===== src/rtl/tsfd_pkg.sv =====
// ----------------------------------------------------------------------------
// tsfd_pkg: shared types and constants for the Taylor-series float divider
// Holds the binary32 constants, opcode and request/response types used by every module.
// ----------------------------------------------------------------------------
package tsfd_pkg;

  localparam int unsigned MAX_TERMS = 63;

  localparam logic [31:0] F32_ONE  = 32'h3F80_0000;
  localparam logic [31:0] F32_QNAN = 32'h7FC0_0000;
  localparam logic [31:0] F32_INF  = 32'h7F80_0000;
  localparam logic [31:0] F32_SIGN = 32'h8000_0000;

  typedef enum logic [0:0] {
    OP_MUL = 1'b0,
    OP_ADD = 1'b1
  } fpu_op_t;

  typedef struct packed {
    logic        start;
    fpu_op_t     op;
    logic [31:0] x;
    logic [31:0] y;
  } fpu_req_t;

  typedef struct packed {
    logic        done;
    logic [31:0] z;
  } fpu_rsp_t;

endpackage


===== src/rtl/tsfd_fpu.sv =====
// ----------------------------------------------------------------------------
// tsfd_fpu: shared binary32 multiply/add unit
// Multi-cycle unit: operand decode, one product or aligned sum, then a
// normalize loop of one bit a cycle and a final round and pack.
// ----------------------------------------------------------------------------
module tsfd_fpu (
  input  logic               clk,
  input  logic               rst_n,
  input  tsfd_pkg::fpu_req_t req,
  output tsfd_pkg::fpu_rsp_t rsp
);
  import tsfd_pkg::*;

  typedef enum logic [4:0] {
    F_IDLE = 5'b00001,
    F_OPER = 5'b00010,
    F_NORM = 5'b00100,
    F_PACK = 5'b01000,
    F_DONE = 5'b10000
  } fstate_t;

  fstate_t     st_r, st_nxt;
  fpu_op_t     op_r;
  logic [31:0] x_r, y_r, z_r, z_nxt;
  logic [63:0] sig_r, sig_nxt;
  logic signed [11:0] exp_r, exp_nxt;
  logic        sign_r, sign_nxt;

  logic        xnan, ynan, xinf, yinf, xzero, yzero;
  logic [23:0] xsig, ysig;
  logic signed [11:0] xexp, yexp;
  logic [30:0] mx, my;
  logic        x_big, sub;
  logic [31:0] big, sml;
  logic [63:0] sb, ss, ssh;
  logic [11:0] dd;
  logic        special;
  logic [31:0] special_z;

  // packing
  logic signed [11:0] extra;
  logic [6:0]  sh;
  logic [63:0] rem, half, q, mask;
  logic [31:0] ebits;
  logic [63:0] total;

  always_comb begin
    xnan  = (x_r[30:23] == 8'hFF) && (x_r[22:0] != 23'd0);
    ynan  = (y_r[30:23] == 8'hFF) && (y_r[22:0] != 23'd0);
    xinf  = x_r[30:0] == F32_INF[30:0];
    yinf  = y_r[30:0] == F32_INF[30:0];
    xzero = x_r[30:0] == 31'd0;
    yzero = y_r[30:0] == 31'd0;
    xsig  = (x_r[30:23] != 8'd0) ? {1'b1, x_r[22:0]} : {1'b0, x_r[22:0]};
    ysig  = (y_r[30:23] != 8'd0) ? {1'b1, y_r[22:0]} : {1'b0, y_r[22:0]};
    xexp  = (x_r[30:23] != 8'd0) ? $signed({4'd0, x_r[30:23]}) : 12'sd1;
    yexp  = (y_r[30:23] != 8'd0) ? $signed({4'd0, y_r[30:23]}) : 12'sd1;
    mx    = x_r[30:0];
    my    = y_r[30:0];
    x_big = mx >= my;
    big   = x_big ? x_r : y_r;
    sml   = x_big ? y_r : x_r;
    sub   = x_r[31] ^ y_r[31];
    sb    = (big[30:23] != 8'd0) ? {8'd0, 1'b1, big[22:0], 32'd0}
                                 : {8'd0, 1'b0, big[22:0], 32'd0};
    ss    = (sml[30:23] != 8'd0) ? {8'd0, 1'b1, sml[22:0], 32'd0}
                                 : {8'd0, 1'b0, sml[22:0], 32'd0};
    dd    = 12'((big[30:23] != 8'd0 ? {4'd0, big[30:23]} : 12'd1)
               - (sml[30:23] != 8'd0 ? {4'd0, sml[30:23]} : 12'd1));
    if (dd >= 12'd63) begin
      ssh = 64'd1;
    end else if (dd != 12'd0) begin
      mask = (64'd1 << dd[5:0]) - 64'd1;
      ssh  = (ss >> dd[5:0]) | {63'd0, (ss & mask) != 64'd0};
    end else begin
      ssh = ss;
    end
    mask = (64'd1 << dd[5:0]) - 64'd1;
    special   = 1'b1;
    special_z = 32'd0;
    if (op_r == OP_MUL) begin
      if (xnan || ynan || (xinf && yzero) || (yinf && xzero)) special_z = F32_QNAN;
      else if (xinf || yinf) special_z = ((x_r ^ y_r) & F32_SIGN) | F32_INF;
      else if (xzero || yzero) special_z = (x_r ^ y_r) & F32_SIGN;
      else special = 1'b0;
    end else begin
      if (xnan || ynan || (xinf && yinf && sub)) special_z = F32_QNAN;
      else if (xinf) special_z = x_r;
      else if (yinf) special_z = y_r;
      else if (xzero && yzero) special_z = x_r & y_r;
      else if (xzero) special_z = y_r;
      else if (yzero) special_z = x_r;
      else if (sub && mx == my) special_z = 32'd0;
      else special = 1'b0;
    end
  end

  always_comb begin
    extra = 12'sd1 - exp_r;
    if (exp_r < 12'sd1) begin
      sh    = (extra > 12'sd40) ? 7'd64 : 7'(32 + extra);
      ebits = 32'd0;
    end else begin
      sh    = 7'd32;
      ebits = 32'(exp_r - 12'sd1);
    end
    if (sh[6]) begin
      q = 64'd0; rem = 64'd0; half = 64'd0;
    end else begin
      rem  = sig_r & ((64'd1 << sh[5:0]) - 64'd1);
      half = 64'd1 << (sh[5:0] - 6'd1);
      q    = sig_r >> sh[5:0];
      if (rem > half || (rem == half && q[0])) q = q + 64'd1;
    end
    total = ({32'd0, ebits} << 23) + q;
  end

  always_comb begin
    st_nxt   = st_r;
    sig_nxt  = sig_r;
    exp_nxt  = exp_r;
    sign_nxt = sign_r;
    z_nxt    = z_r;
    unique case (st_r)
      F_IDLE: if (req.start) st_nxt = F_OPER;
      F_OPER: begin
        if (special) begin
          z_nxt  = special_z;
          st_nxt = F_DONE;
        end else if (op_r == OP_MUL) begin
          sign_nxt = x_r[31] ^ y_r[31];
          exp_nxt  = xexp + yexp - 12'sd118;
          sig_nxt  = {40'd0, xsig} * {40'd0, ysig};
          st_nxt   = F_NORM;
        end else begin
          sign_nxt = big[31];
          exp_nxt  = (big[30:23] != 8'd0) ? $signed({4'd0, big[30:23]}) : 12'sd1;
          sig_nxt  = sub ? sb - ssh : sb + ssh;
          st_nxt   = F_NORM;
        end
      end
      F_NORM: begin
        // step one bit a cycle toward the [2^55, 2^56) window
        if (sig_r < (64'd1 << 55)) begin
          sig_nxt = sig_r << 1;
          exp_nxt = exp_r - 12'sd1;
        end else if (sig_r >= (64'd1 << 56)) begin
          sig_nxt = (sig_r >> 1) | {63'd0, sig_r[0]};
          exp_nxt = exp_r + 12'sd1;
        end else begin
          st_nxt = F_PACK;
        end
      end
      F_PACK: begin
        z_nxt  = (total >= {32'd0, F32_INF}) ? ({sign_r, 31'd0} | F32_INF)
                                             : {sign_r, total[30:0]};
        st_nxt = F_DONE;
      end
      F_DONE: st_nxt = F_IDLE;
      default: st_nxt = F_IDLE;
    endcase
  end

  always_ff @(posedge clk) begin
    if (!rst_n) begin
      st_r <= F_IDLE;
    end else begin
      st_r <= st_nxt;
    end
    sig_r  <= sig_nxt;
    exp_r  <= exp_nxt;
    sign_r <= sign_nxt;
    z_r    <= z_nxt;
    if (st_r == F_IDLE && req.start) begin
      op_r <= req.op;
      x_r  <= req.x;
      y_r  <= req.y;
    end
  end

  assign rsp.done = st_r == F_DONE;
  assign rsp.z    = z_r;

  a_done_once: assert property (@(posedge clk) disable iff (!rst_n)
    rsp.done |=> !rsp.done) else $error("fpu done held two cycles");
  a_norm_range: assert property (@(posedge clk) disable iff (!rst_n)
    (st_r == F_PACK) |-> (sig_r[63:56] == 8'd0 && sig_r[55]))
    else $error("fpu pack entered unnormalized");
  a_start_idle: assert property (@(posedge clk) disable iff (!rst_n)
    (st_r == F_IDLE && req.start) |=> st_r == F_OPER)
    else $error("fpu start lost");

endmodule


===== src/rtl/tsfd_seq.sv =====
// ----------------------------------------------------------------------------
// tsfd_seq: series sequencer
// Issues e = 1 - b*u, then sum += pw and pw *= e per term, then (a*u)*sum.
// ----------------------------------------------------------------------------
module tsfd_seq (
  input  logic               clk,
  input  logic               rst_n,
  input  logic               start,
  input  logic [31:0]        a,
  input  logic [31:0]        b,
  input  logic [31:0]        u,
  input  logic [5:0]         n,
  output logic               busy,
  output logic               done,
  output logic [31:0]        q,
  output tsfd_pkg::fpu_req_t req,
  input  tsfd_pkg::fpu_rsp_t rsp
);
  import tsfd_pkg::*;

  typedef enum logic [7:0] {
    S_IDLE = 8'b0000_0001,
    S_BU   = 8'b0000_0010,
    S_E    = 8'b0000_0100,
    S_AU   = 8'b0000_1000,
    S_SUM  = 8'b0001_0000,
    S_PW   = 8'b0010_0000,
    S_FIN  = 8'b0100_0000,
    S_OUT  = 8'b1000_0000
  } sstate_t;

  sstate_t     st_r, st_nxt;
  logic        issue_r, issue_nxt;
  logic [31:0] a_r, b_r, u_r, e_r, au_r, sum_r, pw_r, q_r;
  logic [5:0]  cnt_r;

  always_comb begin
    st_nxt    = st_r;
    issue_nxt = 1'b0;
    unique case (st_r)
      S_IDLE: if (start) begin st_nxt = S_BU; issue_nxt = 1'b1; end
      S_BU:   if (rsp.done) begin st_nxt = S_E;  issue_nxt = 1'b1; end
      S_E:    if (rsp.done) begin st_nxt = S_AU; issue_nxt = 1'b1; end
      S_AU: if (rsp.done) begin
        st_nxt = (cnt_r != 6'd0) ? S_SUM : S_FIN;
        issue_nxt = 1'b1;
      end
      S_SUM:  if (rsp.done) begin st_nxt = S_PW; issue_nxt = 1'b1; end
      S_PW: if (rsp.done) begin
        st_nxt = (cnt_r != 6'd1) ? S_SUM : S_FIN;
        issue_nxt = 1'b1;
      end
      S_FIN:  if (rsp.done) st_nxt = S_OUT;
      S_OUT:  st_nxt = S_IDLE;
      default: st_nxt = S_IDLE;
    endcase
  end

  always_comb begin
    req.start = issue_r;
    req.op    = OP_MUL;
    req.x     = b_r;
    req.y     = u_r;
    unique case (st_r)
      S_E:   begin req.op = OP_ADD; req.x = F32_ONE; req.y = e_r; end
      S_AU:  begin req.x = a_r; req.y = u_r; end
      S_SUM: begin req.op = OP_ADD; req.x = sum_r; req.y = pw_r; end
      S_PW:  begin req.x = pw_r; req.y = e_r; end
      S_FIN: begin req.x = au_r; req.y = sum_r; end
      default: ;
    endcase
  end

  always_ff @(posedge clk) begin
    if (!rst_n) begin
      st_r    <= S_IDLE;
      issue_r <= 1'b0;
    end else begin
      st_r    <= st_nxt;
      issue_r <= issue_nxt;
    end
    if (st_r == S_IDLE && start) begin
      a_r   <= a;
      b_r   <= b;
      u_r   <= u;
      cnt_r <= (n > 6'(MAX_TERMS)) ? 6'(MAX_TERMS) : n;
      sum_r <= 32'd0;
      pw_r  <= F32_ONE;
    end
    if (rsp.done) begin
      unique case (st_r)
        S_BU:  e_r   <= rsp.z ^ F32_SIGN;
        S_E:   e_r   <= rsp.z;
        S_AU:  au_r  <= rsp.z;
        S_SUM: sum_r <= rsp.z;
        S_PW:  begin pw_r <= rsp.z; cnt_r <= cnt_r - 6'd1; end
        S_FIN: q_r   <= rsp.z;
        default: ;
      endcase
    end
  end

  assign busy = st_r != S_IDLE;
  assign done = st_r == S_OUT;
  assign q    = q_r;

  a_issue_gap: assert property (@(posedge clk) disable iff (!rst_n)
    issue_r |=> !issue_r) else $error("double issue");
  a_done_pulse: assert property (@(posedge clk) disable iff (!rst_n)
    done |=> !done) else $error("result strobe held");
  a_no_issue_idle: assert property (@(posedge clk) disable iff (!rst_n)
    (st_r == S_OUT) |-> !issue_r) else $error("issue in output state");

endmodule


===== src/rtl/taylor_series_float_divider_unit.sv =====
// ----------------------------------------------------------------------------
// taylor_series_float_divider_unit: binary32 divide by Taylor series
// Top level: sequencer plus one shared multi-cycle float multiply/add unit.
// ----------------------------------------------------------------------------
// Usage:
//   Drive in_dividend, in_divisor, in_recip_seed and in_term_count and raise
//   start; the beat is taken at the edge where start is high and busy is low.
//   busy then stays high until the result is out.
//   The result beat sits on out_quotient for one cycle, marked by out_valid.
//   The receiver cannot stall; capture it in that cycle.
// Cost: every float operation runs through the shared unit, whose normalize
//   loop moves one bit a cycle: a multiply of normal operands takes 8 or 9
//   steps, an add without cancellation 0 or 1 step, deep cancellation or
//   subnormals up to about 55 steps. Special operands (zero, inf, NaN) skip
//   normalize. An item costs 3 + 2*n + 1 operations for n terms
//   (n saturates at 63).
// Reset: rst_n low synchronously returns the sequencer and the float unit to
//   idle; any item in flight is dropped and no result is given for it.
// ----------------------------------------------------------------------------
module taylor_series_float_divider_unit (
  input  logic        clk,
  input  logic        rst_n,
  input  logic        start,
  output logic        busy,
  input  logic [31:0] in_dividend,
  input  logic [31:0] in_divisor,
  input  logic [31:0] in_recip_seed,
  input  logic [5:0]  in_term_count,
  output logic        out_valid,
  output logic [31:0] out_quotient
);
  import tsfd_pkg::*;

  fpu_req_t req;
  fpu_rsp_t rsp;

  // sequencer: walks setup, series terms and final multiply
  tsfd_seq u_seq (
    .clk   (clk),
    .rst_n (rst_n),
    .start (start),
    .a     (in_dividend),
    .b     (in_divisor),
    .u     (in_recip_seed),
    .n     (in_term_count),
    .busy  (busy),
    .done  (out_valid),
    .q     (out_quotient),
    .req   (req),
    .rsp   (rsp)
  );

  // shared float unit, one operation at a time
  tsfd_fpu u_fpu (
    .clk   (clk),
    .rst_n (rst_n),
    .req   (req),
    .rsp   (rsp)
  );

endmodule


===== config.mk =====
export PLATFORM = sky130hd
export DESIGN_NAME = taylor_series_float_divider_unit
export DESIGN_NICKNAME = d
export VERILOG_FILES = /design/src/rtl/tsfd_pkg.sv /design/src/rtl/tsfd_fpu.sv /design/src/rtl/tsfd_seq.sv /design/src/rtl/taylor_series_float_divider_unit.sv
export SDC_FILE = /design/constraint.sdc
export NUM_CORES = 2
export LEC_CHECK = 0
export ABC_CLOCK_PERIOD_IN_PS = 15800
export BUFFER_PORTS_ARGS = -buffer_cell sky130_fd_sc_hd__clkbuf_2
export CAP_MARGIN = 20
export CORE_ASPECT_RATIO = 1.4
export CORE_UTILIZATION = 30
export DETAILED_ROUTE_END_ITERATION = 16
export PLACE_DENSITY = 0.41
export SYNTH_ARGS = -nofsm -noshare
export SYNTH_HDL_FRONTEND = slang
export SYNTH_HIERARCHICAL = 1
export SYNTH_SLANG_ARGS = --single-unit

===== constraint.sdc =====
create_clock -name clk -period 15.8 [get_ports clk]
set_input_delay 0.79 -clock clk [delete_from_list [all_inputs] [get_ports clk]]
set_output_delay 0.79 -clock clk [all_outputs]
set_load 0.01 [all_outputs]

[Word level (Yosys, flattened, before mapping)]
Index checks and enable logic that the tools add are counted.
Storage, ports and cells
  bits in registers: 450
Operators by class
  bitwise gates (word level): 9
  reduce and logical (&&, ||, !) cells: 42
  $lt $le $gt $ge: 9
  multiplexer cells: 84
  shifts and indexed selects: 5
  eq/ne operators: 34
  $add $sub $neg: 16
  multipliers: 1
Operator list (number)
  32-bit two-way mux: 19
  64-bit two-way mux: 9
  64-bit case mux with 5 select lines: 1
  1-bit by 6-bit << shifter with 64-bit output (first input constant): 3
  64-bit AND: 2
  32-bit case mux with 2 select lines: 2
  64-bit case mux with 2 select lines: 1
  64-bit by 6-bit right shift with 64-bit output: 2
  64-bit by 1-bit subtractor with 64-bit output (second input constant): 2
  56-bit two-way mux: 2
  8-bit two-way mux: 11
  55-bit by 64-bit adder with 64-bit output: 1
  64-bit by 1-bit adder with 64-bit output (second input constant): 1
  64-bit adder: 1
  64-bit == test: 1
  64-bit by 31-bit greater-or-equal comparator with 1-bit output (second input constant): 1
  64-bit by 57-bit greater-or-equal comparator with 1-bit output (second input constant): 1
  64-bit > comparator: 1
  64-bit by 56-bit < comparator with 1-bit output (second input constant): 1
  64-bit by 1-bit bitwise OR with 64-bit output: 1
  64-bit nonzero test: 1
  64-bit subtractor: 1
  63-bit by 1-bit bitwise OR with 63-bit output: 1
  31-bit == test (second input constant): 2
  other kinds (62): 132

[Logic depth before layout (Yosys ltp)]
  depth in word-level cells: 17
  gate-level depth with buffers: 71

[Cells and area by module]
The synthesis kept the hierarchy.
Modules (own cells, without submodules)
  tsfd_fpu: cells an instance 6130, sequential area each 5325.1 um^2, instances 1, area each 48235.0 um^2
  tsfd_seq: cells an instance 723, sequential area each 7347.0 um^2, instances 1, area each 10407.5 um^2

[Least setup slack after synthesis]
No wires, ideal clock.
  path kind: register to register
  from: register u_fpu.exp_r[1]
  to: register u_fpu.z_r[11] (data pin)
  buffers on the path: 9
  arrival time: 13.568 ns
  cell stages (with the launch flop): 72
  library setup time: 0.153 ns
  path slack: 2.080 ns
  cells stage by stage: edfxtp_1 inv_1 ha_1 nor3b_2 xnor2_1 ha_1 a31oi_1 a311oi_2 o2111a_1 clkbuf_1 buf_2 nor2_1 o21a_1 clkbuf_1 clkbuf_1 buf_1 clkbuf_1 nand2_1 [... 36 more ...] a21oi_1 o21ai_0 a21oi_1 o21ai_0 a31oi_1 o21ai_0 a21o_1 a21oi_1 xor2_1 nand3_1 nor4_1 o2111ai_1 or4_1 nor3_2 o2111a_2 nand2_2 buf_6 o22ai_2
On the way
  word-level cells in the longest chain between the ends: 16
  elaborated cells between the ends (all ways): 25
  classes of those cells: add/sub (7); order compare (4); eq/ne (1); shift (3); mux (7); bitwise (1); reduce/logical (2)
RTL lines
  start: declaration: line tsfd_fpu.sv:26  | logic signed [11:0] exp_r, exp_nxt;
  start signal: assignment: line tsfd_fpu.sv:171  | exp_r <= exp_nxt;
  parallel branches: the longest is 12 deep, another holds 64-bit by 1-bit subtractor with 64-bit output
  55-bit by 64-bit adder with 64-bit output (*): line tsfd_fpu.sv:115  | total = ({32'd0, ebits} << 23) + q;
  64-bit by 31-bit greater-or-equal comparator with 1-bit output: line tsfd_fpu.sv:155  | z_nxt = (total >= {32'd0, F32_INF}) ? ({sign_r, 31'd0} | F32_INF)
  31-bit two-way mux (*): line tsfd_fpu.sv:155
  32-bit case mux with 2 select lines (*): line tsfd_fpu.sv:124  | unique case (st_r)
  named net u_fpu.z_nxt[11]: line tsfd_fpu.sv:24  | logic [31:0] x_r, y_r, z_r, z_nxt;
  end signal: assignment: line tsfd_fpu.sv:173  | z_r <= z_nxt;
  end: declaration: line tsfd_fpu.sv:24
Mark *: on every way through the listed nets, which the timed path passes.
A chain may end at the register's enable or synchronous reset.

[Worst setup path after layout]
  from: register u_fpu.exp_r[3]
  to: register u_fpu.z_r[11] (data pin)
The elaborated chain is that of the path after synthesis.

==> run metrics <==
max-slew violation count=0; clock sinks=450; Worst-path clk slew=~0.070 ns; crit path from=u_fpu/exp_r[3]; DRT Wirelength=between 200,000 and 300,000 µm; Max Clock Freq=0.0680 GHz; GP Congestion=around 1.0; Pre-antenna DRT Iters=8; Tightest Pin Transition=1.31 ns; synth top area cells=edfxtp_1 (19%), fa_1 (17%), ha_1 (8.4%); Synth Flop Type=edfxtp_1; Synth Warn #=6; wire per inst=between 30 and 40 µm; drt first-iter violations=approximately 4.6k; largest net degree at the start of global routing=105; max cap viols=0; fin crit period=roughly 15 ns; core area=around 190,000 µm²; Async SR Flop Fraction=0%; top cell type's share of synthesized area=a little under a fifth; HPWL Detailed=between 200,000 and 250,000 µm; met2 routed WL=between 100,000 and 150,000 µm; Die Area=between 150,000 and 200,000 µm²; Post-CTS Hold Buffers=0; DRT met1 WL=between 100,000 and 150,000 µm; Critical R2R Launch=u_fpu/exp_r[3]; Mapped Area=58,600 µm²; GRT Residual Overflow=0; layout cell share with drive strength beyond 1=approximately a tenth; CP max stage delay=just over 0.7 ns; syn avg cell area=about 8.6 µm²; commonest non-fill, non-tap cell in the layout=nand2_1; Vias/cell=a little under 6; Synth area leader=edfxtp_1; Initial Util=30.3%; nature of the critical path endpoint=flop; std cell rows=191; critical path's slowest cell=nor4_1; Layout area overhead=10.7%; Crit path required time=16.24 ns; WHS=around 0.32 ns; CTS tree=yes; Hold WC Path Type=in2reg; highest metal used=met5; vias in the first global route=56.0k; RSZ-0062 raised after global routing=false; wire length on met3=approximately 14,000 µm; global-route usage over all layers=29.1%; WP data arrival=~15 ns; post-route ant nets=0; HP Start=in_dividend[3]; initial antenna violation count=22; total number of vias=approximately 55k; Critical Path Start Type=flop; status=complete, no violations; register area share after synthesis=21.6%; final setup TNS=0 ns; Worst Skew=0.0407 ns; NumNets Final=approximately 7.9k; # Post-CTS Setup Buffers=0; final setup fails=0; first-pass GRT wire length=417,000 µm; I/O Buffers=~140; Syn Inst Count=6,853; Inserted Clock Buffers=between 40 and 50; DIE HEIGHT=between 500 and 600 µm; CTS root buf=clkbuf_16; DR DRC count=0; commonest non-fill, non-tap cells in the layout=nand2_1 (887), inv_1 (630), nor2_1 (517), fa_1 (485), ha_1 (393); Worst-Skew Late Latency=about 0.64 ns; CTS resizes=0; # H-tree levels=2; Synth cell types=roughly 110; EDFF count, synth=366; final worst path period share=between 90% and 100%; clk buf depth=3; FF+latch count, synth=450; Slew Limit Headroom=about an eighth; critical path class=reg2reg; Core Util, Final=approximately 33%; Critical Path Fanout Max=22; num ports=approximately 140; die width=approximately 380 µm; final hold vios=0
## layer usage
layer,vias up,GRT usage [%]
met2,2160,50.8
met5,-,0
met3,724,3.12
met4,6,17.6
li1,24400,-
met1,27800,34.1
## flip-flops by register name (all words and copies together) (netlist names)
register / flops
u_fpu/exp_r: 12
u_fpu/op_r: 1
u_fpu/sig_r: 64
u_fpu/sign_r: 1
u_fpu/st_r: 5
u_fpu/x_r: 32
u_fpu/y_r: 32
u_fpu/z_r: 32
u_seq/a_r: 32
u_seq/au_r: 32
u_seq/b_r: 32
u_seq/cnt_r: 6
u_seq/e_r: 32
u_seq/issue_r: 1
u_seq/pw_r: 32
u_seq/q: 32
u_seq/st_r: 8
u_seq/sum_r: 32
u_seq/u_r: 32
## worst max-delay path, delay by kind of cell, from the launching register on
family,cells,cell delay [ns]
AOI/OAI and AO/OA,29,6.28
and+or+nand+nor,18,4.76
buffers and inverters,10,1.61
adders and majority gates,4,1.04
DFF,1,0.61
muxes,1,0.17
## final timing paths
check | endpoint | slack, ns | cells after the start
setup / recovery | u_fpu/z_r[11] | 1.09 | 62
hold / removal | u_seq/a_r[3] | 0.32 | 1
setup reg to reg | u_fpu/z_r[11] | 1.09 | 62
hold reg to reg | u_seq/cnt_r[5] | 0.47 | 2
## cell usage after synthesis, types with 39 or more instances
cell / count
nor2b_1: 47
o221ai_1: 80
ha_1: 395
a21oi_1: 347
nand4_1: 61
and2_1: 198
xor2_1: 93
nor2_1: 519
a211oi_1: 89
a31oi_1: 85
nand2_1: 888
nand3_1: 114
o21ai_0: 229
xnor2_1: 168
o22ai_1: 66
a22o_1: 91
fa_1: 485
o2111ai_1: 64
nor4_1: 62
inv_1: 630
a21o_1: 75
edfxtp_1: 366
clkbuf_1: 353
nor3_1: 154
a221oi_1: 42
buf_2: 55
mux2i_1: 211
and3_1: 58
dfxtp_1: 84
buf_1: 39
## through the flow
step / setup WS (ns) / std cells / cell area [µm²]
5_1_grt: 0.117 / 9546 / 64900
4_1_cts: 0.976 / 9537 / 64800
6_report: 1.09 / 9553 / 64900
3_3_place_gp: 1.09 / 9447 / 63200
3_5_place_dp: 1.10 / 9450 / 63300
2_1_floorplan: 2.08 / 6884 / 58800
## final cells by class
cell class / count / area [µm²]
clock buffers: 53 / 1200
diodes: 12 / 30.0
clock inverters: 34 / 342
flip-flops and latches: 450 / 12700
multi-input cells: 5330 / 42000
well taps: 2605 / 3260
inverters: 634 / 2380
repair buffers: 435 / 2980
fillers: 20400 / 129000
## kinds of logic (layout without fill, tap and decap cells)
family / after synthesis / after routing / share of synthesized area [%]
buf+inv: 1104 / 1156 / 7.37
flops: 450 / 450 / 21.6
mux: 234 / 234 / 4.35
compound gates: 1613 / 1613 / 19.3
other cells: 2 / 45 / 0.0128
xor+xnor: 261 / 261 / 3.90
fa+ha+maj: 882 / 882 / 25.0
simple gates: 2307 / 2307 / 18.5
Power is not shown: default switching activity piles up to over one toggle a cycle in this logic, so the estimate is an artifact.
